==> src/design/twwt_pkg.sv <==
package twwt_pkg;

   localparam int PEND_W      = 6;
   localparam int MAX_RESULTS = 16;
   localparam int CNT_W       = 5;
   localparam int TASK_W      = 16;
   localparam int TOKEN_W     = 32;
   localparam int TIME_W      = 48;

   localparam logic [PEND_W-1:0]  PENDING_MAX = 6'd63;
   localparam logic [CNT_W-1:0]   RESULT_CAP  = 5'd16;

   typedef enum logic [2:0] {
      FN_REGISTER = 3'd0,
      FN_TOKEN_WAIT = 3'd1,
      FN_DEADLINE_WAIT = 3'd2,
      FN_SIGNAL = 3'd3,
      FN_TICK = 3'd4,
      FN_ALLOC = 3'd5
   } func_type;

   typedef enum logic [1:0] {
      KIND_DONE = 2'd0,
      KIND_RESUMED = 2'd1,
      KIND_TOKEN = 2'd2,
      KIND_REJECTED = 2'd3
   } kind_type;

   typedef enum logic [2:0] {
      ST_IDLE,
      ST_EXEC,
      ST_SCAN_RD,
      ST_SCAN_EV,
      ST_FLUSH
   } state_type;

endpackage

==> src/design/task_wait_wakeup_table_top.sv <==
// task wait / wake-up table
// req channel: one operation per item, func in req_tuser, operands in req_tdata.
// rsp channel: result items; kind in rsp_tuser, rsp_tlast marks the final result
// of an operation. register, wait, allocate and unused codes give one result.
// signal and tick give one result per resumed task (at most 16) or a single
// done result when nothing resumes.
// register, wait and allocate go from the request registers into the result register.
// signal and tick walk every wait slot through the wait memory, with one read
// state and one evaluate state per slot.
// one operation is in flight at a time; req_tready is high only when idle.
// the result register holds an item until rsp_tready; a stalled receiver
// stops the walk at the next resume that must be sent.
// reset clears the task and wait valid bits and sets the token counter to 1;
// no clearing pass is needed.
module task_wait_wakeup_table_top import twwt_pkg::*; #(
   parameter int TASK_SLOTS = 16,
   parameter int WAIT_SLOTS = 32
) (
   input  logic        clock,
   input  logic        reset,
   input  logic        req_tvalid,
   output logic        req_tready,
   input  logic [95:0] req_tdata,   // task_req[15:0], token[47:16], time_value[95:48]
   input  logic [2:0]  req_tuser,   // func[2:0]
   output logic        rsp_tvalid,
   input  logic        rsp_tready,
   output logic [47:0] rsp_tdata,   // resumed_task[15:0], new_token[47:16]
   output logic [1:0]  rsp_tuser,   // kind[1:0]
   output logic        rsp_tlast
);

   localparam int TW = (TASK_SLOTS > 1) ? $clog2(TASK_SLOTS) : 1;
   localparam int WW = (WAIT_SLOTS > 1) ? $clog2(WAIT_SLOTS) : 1;
   localparam int ENTRY_W = 1 + TW + TIME_W;
   localparam logic [WW-1:0] LAST_SLOT = WW'(WAIT_SLOTS - 1);

   state_type state_ff, state_in;

   logic [2:0]         func_ff;
   logic [TASK_W-1:0]  id_ff;
   logic [TOKEN_W-1:0] tok_ff;
   logic [TIME_W-1:0]  tv_ff;

   logic                task_used_ff [TASK_SLOTS];
   logic [TASK_W-1:0]   task_ident_ff [TASK_SLOTS];
   logic [PEND_W-1:0]   task_pend_ff [TASK_SLOTS];
   logic [WAIT_SLOTS-1:0] wait_used_ff;
   logic [TOKEN_W-1:0]  counter_ff;

   logic [WW-1:0]       scan_ff;
   logic [CNT_W-1:0]    n_ff;
   logic                held_ff;
   logic [TASK_W-1:0]   held_id_ff;

   logic                rsp_valid_ff;
   kind_type            rsp_kind_ff;
   logic [TASK_W-1:0]   rsp_task_ff;
   logic [TOKEN_W-1:0]  rsp_tok_ff;
   logic                rsp_last_ff;

   logic out_free;
   assign out_free = !rsp_valid_ff || rsp_tready;

   // associative lookup over the task table and search for free task and wait slots
   logic          id_hit;
   logic [TW-1:0] id_idx;
   logic          task_free;
   logic [TW-1:0] task_free_idx;
   logic          wait_free;
   logic [WW-1:0] wait_free_idx;

   always_comb begin
      id_hit = 1'b0;
      id_idx = '0;
      task_free = 1'b0;
      task_free_idx = '0;
      for (int i = TASK_SLOTS - 1; i >= 0; i--) begin
         if (task_used_ff[i] && task_ident_ff[i] == id_ff) begin
            id_hit = 1'b1;
            id_idx = TW'(i);
         end
         if (!task_used_ff[i]) begin
            task_free = 1'b1;
            task_free_idx = TW'(i);
         end
      end
      wait_free = 1'b0;
      wait_free_idx = '0;
      for (int w = WAIT_SLOTS - 1; w >= 0; w--) begin
         if (!wait_used_ff[w]) begin
            wait_free = 1'b1;
            wait_free_idx = WW'(w);
         end
      end
   end

   // wait memory
   logic                wr_en;
   logic [ENTRY_W-1:0]  wr_data;
   logic [ENTRY_W-1:0]  rd_data;
   logic                e_is_token;
   logic [TW-1:0]       e_owner;
   logic [TIME_W-1:0]   e_value;

   assign wr_data = {(func_ff == FN_TOKEN_WAIT), id_idx,
                     (func_ff == FN_TOKEN_WAIT) ? {16'd0, tok_ff} : tv_ff};
   assign {e_is_token, e_owner, e_value} = rd_data;

   twwt_wait_ram #(.DEPTH(WAIT_SLOTS), .DATA_W(ENTRY_W)) u_wait_ram (
      .clock  (clock),
      .wr_en  (wr_en),
      .wr_addr(wait_free_idx),
      .wr_data(wr_data),
      .rd_addr(scan_ff),
      .rd_data(rd_data)
   );

   // evaluation of the slot just read
   logic              want_token;
   logic              hit;
   logic              own_ok;
   logic [PEND_W-1:0] pend_cur;
   logic [PEND_W-1:0] pend_dec;
   logic              resume;
   logic              report;
   logic              stall;

   always_comb begin
      want_token = (func_ff == FN_SIGNAL);
      hit = wait_used_ff[scan_ff] && (e_is_token == want_token) &&
            (want_token ? (e_value == {16'd0, tok_ff}) : (e_value < tv_ff));
      own_ok = ({1'b0, e_owner} < (TW+1)'(TASK_SLOTS)) && task_used_ff[e_owner];
      pend_cur = own_ok ? task_pend_ff[e_owner] : '0;
      pend_dec = (pend_cur != '0) ? pend_cur - 1'b1 : '0;
      resume = hit && own_ok && (pend_dec == '0);
      report = resume && (n_ff < RESULT_CAP);
      stall = report && held_ff && !out_free;
   end

   logic wait_ok;
   assign wait_ok = id_hit && (task_pend_ff[id_idx] < PENDING_MAX) && wait_free;

   // next state
   always_comb begin
      state_in = state_ff;
      case (state_ff)
         ST_IDLE: begin
            if (req_tvalid) begin
               if (req_tuser == FN_SIGNAL || req_tuser == FN_TICK) begin
                  state_in = ST_SCAN_RD;
               end else begin
                  state_in = ST_EXEC;
               end
            end
         end
         ST_EXEC: if (out_free) state_in = ST_IDLE;
         ST_SCAN_RD: state_in = ST_SCAN_EV;
         ST_SCAN_EV: begin
            if (!stall) state_in = (scan_ff == LAST_SLOT) ? ST_FLUSH : ST_SCAN_RD;
         end
         ST_FLUSH: if (out_free) state_in = ST_IDLE;
         default: state_in = ST_IDLE;
      endcase
   end

   // outputs of the controller
   logic               out_load;
   kind_type           out_kind;
   logic [TASK_W-1:0]  out_task;
   logic [TOKEN_W-1:0] out_tok;
   logic               out_last;
   logic               do_reg;
   logic               do_wait;
   logic               do_alloc;
   logic               do_remove;

   always_comb begin
      out_load = 1'b0;
      out_kind = KIND_DONE;
      out_task = '0;
      out_tok = '0;
      out_last = 1'b1;
      do_reg = 1'b0;
      do_wait = 1'b0;
      do_alloc = 1'b0;
      do_remove = 1'b0;
      wr_en = 1'b0;
      req_tready = (state_ff == ST_IDLE);
      case (state_ff)
         ST_EXEC: begin
            if (out_free) begin
               out_load = 1'b1;
               case (func_ff)
                  FN_REGISTER: begin
                     if (id_hit || !task_free) begin
                        out_kind = KIND_REJECTED;
                     end else begin
                        do_reg = 1'b1;
                     end
                  end
                  FN_TOKEN_WAIT, FN_DEADLINE_WAIT: begin
                     if (wait_ok) begin
                        do_wait = 1'b1;
                        wr_en = 1'b1;
                     end else begin
                        out_kind = KIND_REJECTED;
                     end
                  end
                  FN_ALLOC: begin
                     do_alloc = 1'b1;
                     out_kind = KIND_TOKEN;
                     out_tok = counter_ff;
                  end
                  default: out_kind = KIND_DONE;
               endcase
            end
         end
         ST_SCAN_EV: begin
            if (hit && !stall) begin
               do_remove = 1'b1;
               if (report && held_ff) begin
                  out_load = 1'b1;
                  out_kind = KIND_RESUMED;
                  out_task = held_id_ff;
                  out_last = 1'b0;
               end
            end
         end
         ST_FLUSH: begin
            if (out_free) begin
               out_load = 1'b1;
               out_kind = held_ff ? KIND_RESUMED : KIND_DONE;
               out_task = held_ff ? held_id_ff : '0;
            end
         end
         default: out_load = 1'b0;
      endcase
   end

   always_ff @(posedge clock) begin
      if (reset) begin
         state_ff <= ST_IDLE;
         wait_used_ff <= '0;
         counter_ff <= 32'd1;
         rsp_valid_ff <= 1'b0;
         held_ff <= 1'b0;
         n_ff <= '0;
         scan_ff <= '0;
         for (int i = 0; i < TASK_SLOTS; i++) begin
            task_used_ff[i] <= 1'b0;
         end
      end else begin
         state_ff <= state_in;
         if (out_load) begin
            rsp_valid_ff <= 1'b1;
         end else if (rsp_tready) begin
            rsp_valid_ff <= 1'b0;
         end
         if (state_ff == ST_IDLE && req_tvalid) begin
            scan_ff <= '0;
            n_ff <= '0;
            held_ff <= 1'b0;
         end
         if (state_ff == ST_SCAN_EV && !stall && scan_ff != LAST_SLOT) begin
            scan_ff <= scan_ff + 1'b1;
         end
         if (do_reg) begin
            task_used_ff[task_free_idx] <= 1'b1;
         end
         if (do_wait) begin
            wait_used_ff[wait_free_idx] <= 1'b1;
         end
         if (do_alloc) begin
            counter_ff <= counter_ff + 1'b1;
         end
         if (do_remove) begin
            wait_used_ff[scan_ff] <= 1'b0;
            if (resume) begin
               task_used_ff[e_owner] <= 1'b0;
            end
            if (report) begin
               held_ff <= 1'b1;
               n_ff <= n_ff + 1'b1;
            end
         end
      end
   end

   always_ff @(posedge clock) begin
      if (state_ff == ST_IDLE && req_tvalid) begin
         func_ff <= req_tuser;
         id_ff <= req_tdata[15:0];
         tok_ff <= req_tdata[47:16];
         tv_ff <= req_tdata[95:48];
      end
      if (do_reg) begin
         task_ident_ff[task_free_idx] <= id_ff;
         task_pend_ff[task_free_idx] <= '0;
      end
      if (do_wait) begin
         task_pend_ff[id_idx] <= task_pend_ff[id_idx] + 1'b1;
      end
      if (do_remove && own_ok) begin
         task_pend_ff[e_owner] <= pend_dec;
      end
      if (do_remove && report) begin
         held_id_ff <= task_ident_ff[e_owner];
      end
      if (out_load) begin
         rsp_kind_ff <= out_kind;
         rsp_task_ff <= out_task;
         rsp_tok_ff <= out_tok;
         rsp_last_ff <= out_last;
      end
   end

   assign rsp_tvalid = rsp_valid_ff;
   assign rsp_tdata = {rsp_tok_ff, rsp_task_ff};
   assign rsp_tuser = rsp_kind_ff;
   assign rsp_tlast = rsp_last_ff;

   a_cap: assert property (@(posedge clock) disable iff (reset)
      n_ff <= RESULT_CAP) else $error("result count above cap");

   a_load_free: assert property (@(posedge clock) disable iff (reset)
      out_load |-> (!rsp_valid_ff || rsp_tready)) else $error("result overwritten");

   a_held_last: assert property (@(posedge clock) disable iff (reset)
      (out_load && !out_last) |-> (state_ff == ST_SCAN_EV && held_ff))
      else $error("non-final result outside a walk");

   a_scan_range: assert property (@(posedge clock) disable iff (reset)
      (state_ff == ST_SCAN_EV) |-> (scan_ff <= LAST_SLOT)) else $error("scan out of range");

endmodule

==> src/design/twwt_wait_ram.sv <==
module twwt_wait_ram import twwt_pkg::*; #(
   parameter int DEPTH  = 32,
   parameter int DATA_W = 53
) (
   input  logic                     clock,
   input  logic                     wr_en,
   input  logic [$clog2(DEPTH)-1:0] wr_addr,
   input  logic [DATA_W-1:0]        wr_data,
   input  logic [$clog2(DEPTH)-1:0] rd_addr,
   output logic [DATA_W-1:0]        rd_data
);

   logic [DATA_W-1:0] mem [DEPTH];
   logic [DATA_W-1:0] rd_data_ff;

   always_ff @(posedge clock) begin
      if (wr_en) begin
         mem[wr_addr] <= wr_data;
      end
      rd_data_ff <= mem[rd_addr];
   end

   assign rd_data = rd_data_ff;

endmodule

==> config.mk <==
export PLATFORM = sky130hd
export DESIGN_NAME = task_wait_wakeup_table_top
export DESIGN_NICKNAME = d
export VERILOG_FILES = /design/src/design/twwt_pkg.sv /design/src/design/task_wait_wakeup_table_top.sv /design/src/design/twwt_wait_ram.sv
export SDC_FILE = /design/constraint.sdc
export NUM_CORES = 2
export LEC_CHECK = 0
export ABC_AREA = 1
export BUFFER_PORTS_ARGS = -buffer_cell sky130_fd_sc_hd__buf_4
export CELL_PAD_IN_SITES_DETAIL_PLACEMENT = 2
export CELL_PAD_IN_SITES_GLOBAL_PLACEMENT = 2
export CORE_UTILIZATION = 37
export CTS_BUF_LIST = sky130_fd_sc_hd__clkbuf_16
export DETAILED_ROUTE_END_ITERATION = 8
export HOLD_SLACK_MARGIN = 0.1
export PLACE_DENSITY = 0.73
export SYNTH_ARGS = -nofsm -noshare
export SYNTH_HDL_FRONTEND = slang
export SYNTH_HIERARCHICAL = 1
export SYNTH_SLANG_ARGS = --single-unit
export TNS_END_PERCENT = 20
==> constraint.sdc <==
create_clock -name clock -period 9.8 [get_ports clock]
set_input_delay 1.96 -clock clock [delete_from_list [all_inputs] [get_ports clock]]
set_output_delay 1.96 -clock clock [all_outputs]
set_load 0.05 [all_outputs]
Yosys cells after proc, flatten, opt, wreduce, memory -nomap -nowiden
Memory sizes are Yosys's and may differ from the RTL's. A register that Yosys moved wholly into a read port is not among the register bits.
Index checks and enable logic that the tools add are counted.
W data, S select, Z words.
{"block": "word_totals", "register_bits": 229, "latchBits": 0, "ram_bits": 2064, "mem_bits_ro": 0, "out_inout_bits": 53, "mem_count": 4}
{"block": "op_classes", "n_addsub": 5, "n_mul": 0, "div": 0, "magnitude_cmp": 7, "n_eq_ne": 33, "shifts": 0, "muxes": 215, "bitwise": 3, "n_reduce_logical": 55}
{"name": "u_wait_ram.mem", "words": 32, "width": 53, "read_ports": 1, "rd_clocked_by_memory_dff": 1, "write_ports": 1, "line_no": "twwt_wait_ram.sv:13", "source": "logic [DATA_W-1:0] mem [DEPTH];"}
{"name": "task_ident_ff", "words": 16, "width": 16, "read_ports": 17, "rd_clocked_by_memory_dff": 1, "write_ports": 1, "line_no": "task_wait_wakeup_table_top.sv:45", "source": "logic [TASK_W-1:0] task_ident_ff [TASK_SLOTS];"}
{"name": "task_pend_ff", "words": 16, "width": 6, "read_ports": 2, "rd_clocked_by_memory_dff": 0, "write_ports": 1, "line_no": "task_wait_wakeup_table_top.sv:46", "source": "logic [PEND_W-1:0] task_pend_ff [TASK_SLOTS];"}
{"name": "task_used_ff", "words": 16, "width": 1, "read_ports": 17, "rd_clocked_by_memory_dff": 0, "write_ports": 16, "line_no": "task_wait_wakeup_table_top.sv:44", "source": "logic task_used_ff [TASK_SLOTS];"}
{"op": "$eq A16 B16 Y1", "count": 16}
{"op": "$mux W5", "count": 37}
{"op": "$mux W4", "count": 36}
{"op": "$mux W1", "count": 114}
{"op": "$mux W32", "count": 3}
{"op": "$mux W16", "count": 4}
{"op": "$eq A48 B32 Y1", "count": 1}
{"op": "$lt A48 B48 Y1", "count": 1}
{"op": "$mux W48", "count": 1}
{"op": "$logic_and A1 B1 Y1", "count": 33}
{"op": "$add A32 B1 Y32 const B", "count": 1}
{"op": "$and A32 B32 Y32", "count": 1}
{"op": "$not A32 Y32", "count": 1}
{"op": "$or A32 B32 Y32", "count": 1}
{"op": "$pmux W16 S2", "count": 1}
{"op": "$mux W6", "count": 4}
{"op": "$eq A3 B2 Y1 const B", "count": 5}
{"op": "$lt A5 B6 Y1 const B", "count": 2}
{"op": "$mux W3", "count": 4}
{"op": "$pmux W2 S3", "count": 2}
{"op": "$pmux W3 S4", "count": 1}
{"op": "$reduce_or A6 Y1", "count": 2}
{"op": "$add A5 B1 Y5 const B", "count": 2}
{"op": "$demux W1 S5", "count": 2}
{"op": "other kinds (25)", "count": 43}

Depth between registers and ports, before layout
{"block": "logic_depth", "ltp_word": 42, "depth_mapped": 46}

Cells and area by module
The synthesis kept the hierarchy.
{"module": "twwt_wait_ram", "n_inst": 1, "cells_per_inst": 5822, "area_each_um2": 69273.9, "seq_area_each_um2": 51989.9}
{"module": "task_wait_wakeup_table_top", "n_inst": 1, "cells_per_inst": 3509, "area_each_um2": 31904.3, "seq_area_each_um2": 17616.9}

Worst setup path after synthesis
No wires, ideal clock.
{"block": "synth_timing", "path_kind": "in2reg", "from": "in req_tvalid", "to": "reg n_ff[0]", "setup_ps": 165, "t_arrival_ps": 7147, "slack_ps": 2488, "cell_stages": 5, "path_buffers": 0, "path_cell_list": "inv_1 -> nor2_1 -> inv_1 -> a21oi_1 -> a211oi_1"}
{"block": "synth_via", "elab_chain_cells": 4}
{"element": "start, declared", "line_no": "task_wait_wakeup_table_top.sv:21", "source": "input logic req_tvalid,"}
{"element": "$logic_and A1 B1 Y1 *", "line_no": "task_wait_wakeup_table_top.sv:259", "source": "if (state_ff == ST_IDLE && req_tvalid) begin"}
{"element": "$mux W5 *", "line_no": "task_wait_wakeup_table_top.sv:259"}
{"element": "$mux W5", "line_no": "task_wait_wakeup_table_top.sv:281", "source": "if (report) begin"}
{"element": "$mux W5 *", "line_no": "task_wait_wakeup_table_top.sv:276", "source": "if (do_remove) begin"}
{"element": "end signal, assigned", "line_no": "task_wait_wakeup_table_top.sv:283", "source": "n_ff <= n_ff + 1'b1;"}
{"element": "end, declared", "line_no": "task_wait_wakeup_table_top.sv:51", "source": "logic [CNT_W-1:0] n_ff;"}
Every way passes the cells marked *; elsewhere a longest branch is shown, timed or not.
A chain may end at the register's enable or synchronous reset.

Worst setup path in the final report
{"block": "layout_timing", "from": "reg id_ff[5]", "to": "mem u_wait_ram.mem[21][17] (enable)"}
{"block": "layout_via", "elab_chain_cells": 28, "word_cells_on_any_way": 74, "classes_between": "1 x order compare; 16 x eq/ne; 38 x mux; 18 x reduce/logical; 1 x memory"}
{"element": "start, declared", "line_no": "task_wait_wakeup_table_top.sv:40", "source": "logic [TASK_W-1:0] id_ff;"}
{"element": "start signal, assigned", "line_no": "task_wait_wakeup_table_top.sv:292", "source": "id_ff <= req_tdata[15:0];"}
{"element": "$eq A16 B16 Y1", "line_no": "task_wait_wakeup_table_top.sv:78", "source": "if (task_used_ff[i] && task_ident_ff[i] == id_ff) begin"}
{"element": "$logic_and A1 B1 Y1", "line_no": "task_wait_wakeup_table_top.sv:78"}
{"element": "$mux W4 (16 in series)", "line_no": "task_wait_wakeup_table_top.sv:78"}
{"element": "$mem_v2 Z16 W6"}
{"element": "$lt A6 B6 Y1", "line_no": "task_wait_wakeup_table_top.sv:141", "source": "assign wait_ok = id_hit && (task_pend_ff[id_idx] < PENDING_MAX) && wait_free;"}
{"element": "$logic_and A1 B1 Y1 * (2 in series)", "line_no": "task_wait_wakeup_table_top.sv:141"}
{"element": "$mux W1 * (4 in series)"}
{"element": "net do_wait", "line_no": "task_wait_wakeup_table_top.sv:173", "source": "logic do_wait;"}
{"element": "$mux W1 *", "line_no": "twwt_wait_ram.sv:17", "source": "if (wr_en) begin"}
{"element": "$mux W1 (not written as such) *", "line_no": "twwt_wait_ram.sv:18", "source": "mem[wr_addr] <= wr_data;"}
{"element": "end, declared", "line_no": "twwt_wait_ram.sv:13"}
Mark *: on every way through the listed nets, which the timed path passes. The rest lies on a longest branch.

==> flow_summary.html <==
<table>
<tr><th>Metric</th><th>Value</th></tr>
<tr><th colspan="2">Outcome</th></tr>
<tr><td>Outcome</td><td>finished clean</td></tr>
<tr><th colspan="2">GRT</th></tr>
<tr><td>Total congestion overflow after global routing</td><td>0</td></tr>
<tr><td>Met1 layer usage reported by global route</td><td>35.73%</td></tr>
<tr><td>Most Crowded Layer GR</td><td>met2</td></tr>
<tr><td>Overall global routing resource usage</td><td>27.84%</td></tr>
<tr><td>Antenna violations before repair</td><td>21</td></tr>
<tr><td>Met2 layer usage reported by global route</td><td>about half</td></tr>
<tr><td>Largest net degree at the start of global routing</td><td>171</td></tr>
<tr><td>Number of global-route vias before repair</td><td>82310</td></tr>
<tr><td>Met3 routing resource usage after global routing</td><td>under 10%</td></tr>
<tr><td>Wire length of the first global-routing pass</td><td>about 570000 um</td></tr>
<tr><th colspan="2">Timing</th></tr>
<tr><td>Final setup viols</td><td>0</td></tr>
<tr><td>Maximum clock frequency</td><td>between 0.1 and 0.15 GHz</td></tr>
<tr><td>Tcrit/Tclk final</td><td>between 80% and 90%</td></tr>
<tr><td>Relative slew slack</td><td>~5%</td></tr>
<tr><td>Layout Skew</td><td>approximately 0.09 ns</td></tr>
<tr><td>Final Hold Violating Endpoints</td><td>0</td></tr>
<tr><td>Min Clock Period, post-route</td><td>approximately 7.9 ns</td></tr>
<tr><td>RSZ-0062 raised after global routing</td><td>false</td></tr>
<tr><td>Max Slew Vio Count</td><td>0</td></tr>
<tr><td>Slew at the pin with the worst max-slew slack</td><td>1.424 ns</td></tr>
<tr><td>Setup TNS after final layout</td><td>0 ns</td></tr>
<tr><th colspan="2">Setup path</th></tr>
<tr><td>Endpoint class of the critical path</td><td>flip-flop</td></tr>
<tr><td>CP max stage cell</td><td>sky130_fd_sc_hd__edfxtp_1</td></tr>
<tr><td>Count of buffering cells on the critical path with inverters included</td><td>5</td></tr>
<tr><td>Critical Path Max Stage Delay</td><td>between 0.9 and 1 ns</td></tr>
<tr><td>Maximum fanout encountered on the critical timing path</td><td>46</td></tr>
<tr><td>Crit path arrival time</td><td>about 8.4 ns</td></tr>
<tr><td>Crit-path leading delay family</td><td>simple AND/OR/NAND/NOR gates</td></tr>
<tr><td>Startpoint class of the critical path</td><td>flip-flop</td></tr>
<tr><td>Flop-to-flop setup slack</td><td>roughly 1.9 ns</td></tr>
<tr><td>Cell occurring most often along the worst timing path</td><td>sky130_fd_sc_hd__nand2_1</td></tr>
<tr><td>Kind of critical path</td><td>reg -&gt; reg</td></tr>
<tr><td>Critical Path RT</td><td>just over 10 ns</td></tr>
<tr><th colspan="2">Clock network</th></tr>
<tr><td>Clock transition at the register clock pins on the worst setup and hold paths after CTS</td><td>approximately 0.060 ns</td></tr>
<tr><td>Worst-case clock buffer depth</td><td>4</td></tr>
<tr><td>Post-CTS setup repair buffer count</td><td>0</td></tr>
<tr><td>TritonCTS clock tree</td><td>yes</td></tr>
<tr><td>PostCTS Resize Cnt</td><td>0</td></tr>
<tr><td>Num CTS Buffers</td><td>278</td></tr>
<tr><td>Number of hold buffers added after cts</td><td>0</td></tr>
<tr><td>H-tree levels</td><td>5</td></tr>
<tr><td>Clock latency of the later-clocked register in the worst-skew pair</td><td>between 0.9 and 1 ns</td></tr>
<tr><td>Clock tree root driver cell</td><td>sky130_fd_sc_hd__clkbuf_16</td></tr>
<tr><td>Clock Sink Count</td><td>about 2400</td></tr>
<tr><th colspan="2">Logic synthesis</th></tr>
<tr><td>Cells after synthesis</td><td>slightly above 9000</td></tr>
<tr><td>Share of synthesized area occupied by flip-flops and latches</td><td>between 60% and 70%</td></tr>
<tr><td>Combined area of all synthesized cells</td><td>roughly 100000 um^2</td></tr>
<tr><td>Synth Flop Type</td><td>sky130_fd_sc_hd__edfxtp_1</td></tr>
<tr><td>Post-synth EDFFs</td><td>between 2000 and 2500</td></tr>
<tr><td>Library cell occupying the most area in the post-synthesis netlist</td><td>sky130_fd_sc_hd__edfxtp_1</td></tr>
<tr><td>Post-Syn Area per Cell</td><td>10.84 um^2</td></tr>
<tr><td>Top cells by area, synth</td><td>sky130_fd_sc_hd__edfxtp_1 66%, sky130_fd_sc_hd__nand2_1 11%, sky130_fd_sc_hd__nand3_1 7.1%</td></tr>
<tr><td>Post-synth net total</td><td>approximately 9500</td></tr>
<tr><td>Most common cell in the synthesized netlist</td><td>sky130_fd_sc_hd__nand2_1</td></tr>
<tr><td>Post-synthesis sequential element count</td><td>approximately 2400</td></tr>
<tr><td>Portion of synthesized cell area occupied by the leading cell type</td><td>approximately two thirds</td></tr>
<tr><td>Number of warning messages in the yosys log</td><td>6</td></tr>
<tr><td>Most common library cells after synthesis</td><td>2984 x sky130_fd_sc_hd__nand2_1, 2230 x sky130_fd_sc_hd__edfxtp_1, 1430 x sky130_fd_sc_hd__nand3_1</td></tr>
<tr><td>Proportion of synthesized flip-flops having asynchronous set or reset</td><td>0%</td></tr>
<tr><td>Count of unique library cells instantiated by Yosys</td><td>62</td></tr>
<tr><th colspan="2">Floorplanning</th></tr>
<tr><td>Die Area</td><td>275600 um^2</td></tr>
<tr><td>Die extent in x</td><td>524.9 um</td></tr>
<tr><td>Floorplan row count</td><td>approximately 190</td></tr>
<tr><td>Initial core utilization</td><td>37.30%</td></tr>
<tr><td># IOs</td><td>between 150 and 200</td></tr>
<tr><td>Chip Height</td><td>524.9 um</td></tr>
<tr><td>Area of the core</td><td>~270000 um^2</td></tr>
<tr><th colspan="2">Place</th></tr>
<tr><td>Instance area after placement</td><td>between 100000 and 150000 um^2</td></tr>
<tr><td>I/O Buffers</td><td>about 160</td></tr>
<tr><td>Total half-perimeter wirelength after legalization and detailed placement</td><td>between 200000 and 250000 um</td></tr>
<tr><td>Final estimated routing congestion in global placement</td><td>between 0.8 and 0.9</td></tr>
<tr><th colspan="2">Detailed routing</th></tr>
<tr><td>DR vias</td><td>approximately 75000</td></tr>
<tr><td>Total length of routed wires</td><td>a little under 400000 um</td></tr>
<tr><td>Routed wire per std cell</td><td>~30 um</td></tr>
<tr><td>Post-route DRC</td><td>0</td></tr>
<tr><td>Routed vias/inst</td><td>between 5 and 6</td></tr>
<tr><td>Remaining antenna violation count</td><td>0</td></tr>
<tr><td>Iter 0 DRT Violations</td><td>slightly below 6000</td></tr>
<tr><td>Drt pass-1 iters</td><td>5</td></tr>
<tr><th colspan="2">Worst hold path</th></tr>
<tr><td>Worst min-delay path category</td><td>reg -&gt; reg</td></tr>
<tr><th colspan="2">Layout</th></tr>
<tr><td>Util after Layout</td><td>a little over two fifths</td></tr>
<tr><td>Finished Cell Area</td><td>around 120000 um^2</td></tr>
<tr><td>Nets@finish</td><td>between 9000 and 10000</td></tr>
<tr><td>Synthesis-to-finish area growth</td><td>13.75%</td></tr>
<tr><td>Area taken by multi-input logic gates</td><td>27850 um^2</td></tr>
<tr><td>Fraction of layout cells with a size suffix above 1</td><td>approximately 8.8%</td></tr>
<tr><td>Fillers</td><td>between 20000 and 30000</td></tr>
<tr><td>FF+latch area</td><td>69630 um^2</td></tr>
<tr><th colspan="2">Power and ir drop</th></tr>
<tr><td>VDD IR max</td><td>around 0.14 mV</td></tr>
<tr><td>Leakage component of the power</td><td>approximately 0.042 uW</td></tr>
<tr><td>Cell Pwr Density</td><td>218.8 nW/um^2</td></tr>
<tr><th colspan="2">Run</th></tr>
<tr><td>Max-capacitance violation count</td><td>0</td></tr>
</table>
==> registers in the layout (all words and copies together) (netlist names), 48 cells and up <==
| register | cells |
|---|---|
| task_pend_ff | 96 |
| u_wait_ram/mem | 1696 |
| u_wait_ram/rd_data | 53 |
| tv_ff | 48 |
| task_ident_ff | 256 |
==> cells in the final DEF (no fill, tap or decap), drive strengths merged, types with 27 or more instances in the layout <==
| master | count |
|---|---|
| nand2 | 2992 |
| edfxtp | 2230 |
| nand3 | 1436 |
| inv | 510 |
| nor2 | 430 |
| o21ai | 416 |
| buf | 350 |
| clkbuf | 285 |
| a21oi | 217 |
| dfxtp | 132 |
| clkinv | 105 |
| o22ai | 84 |
| xor2 | 61 |
| ha | 57 |
| nor3 | 52 |
| nand4 | 39 |
| o211ai | 36 |
| nor4 | 34 |
| xnor2 | 30 |
| o221ai | 27 |
==> cell type report <==
type / count / area share [%]
diodes: 2 / 0.004349
clock buffers: 285 / 6.197
clock inverters: 196 / 1.171
inverters: 438 / 1.465
multi-input cells: 6010 / 24.20
flip-flops and latches: 2362 / 60.50
well taps: 3570 / 3.881
repair buffers: 350 / 2.577
==> through the flow <==
| step | cells | setup slack (ns) | hold WS [ns] | power, uW |
|---|---|---|---|---|
| floorplan | 9331 | 2.488 | 0.4116 | 13920 |
| global placement | 12730 | 2.097 | 0.4226 | 15270 |
| detailed placement | 12730 | 1.868 | 0.4424 | 15430 |
| CTS | 13210 | 1.912 | 0.4509 | 25360 |
| global route | 13210 | 1.451 | 0.4744 | 25900 |
| finish | 13210 | 1.908 | 0.4490 | 25180 |
==> worst paths after layout <==
path / startpoint / to / depth (start not counted)
worst max-delay path: id_ff[5]$_DFFE_PP_ / u_wait_ram/mem[21][17]$_DFFE_PP_ / 39
worst min-delay path: counter_ff[2]$_SDFFE_PP0P_ / counter_ff[2]$_SDFFE_PP0P_ / 1
worst max register to register: id_ff[5]$_DFFE_PP_ / u_wait_ram/mem[21][17]$_DFFE_PP_ / 39
worst min register to register: counter_ff[2]$_SDFFE_PP0P_ / counter_ff[2]$_SDFFE_PP0P_ / 1
==> kinds of logic (layout without fill, tap and decap cells) <==
logic type               count (synthesis)  in the layout  synth area share (%)
other                                    0              2                     0
AO/OA/AOI/OAI                          844            844                 4.687
AND/OR/NAND/NOR                       5018           5018                 20.86
adder cells (fa/ha/maj)                 57             57                0.7049
XOR/XNOR                                91             91                0.7877
buffers and inverters                  959           1269                 4.167
flip-flops                            2362           2362                 68.80
==> per-layer routing <==
| layer | vias to the layer above | share of wire (%) |
|---|---|---|
| met2 | 2258 | 50 |
| met5 | - | 0.020 |
| met4 | 14 | 3.7 |
| met3 | 697 | 5.2 |
| met1 | 39570 | 42 |
| li1 | 32660 | - |
==> where the power goes <==
group          switching, uW  total, uW  internal [uW]  leakage [uW]
combinational           2660       3370            715        0.0164
sequential               164      11900          11700        0.0217
clock                   4290       9950           5660       0.00440
total                   7110      25200          18100        0.0425
No activity file was read; power rests on OpenSTA's default activity.
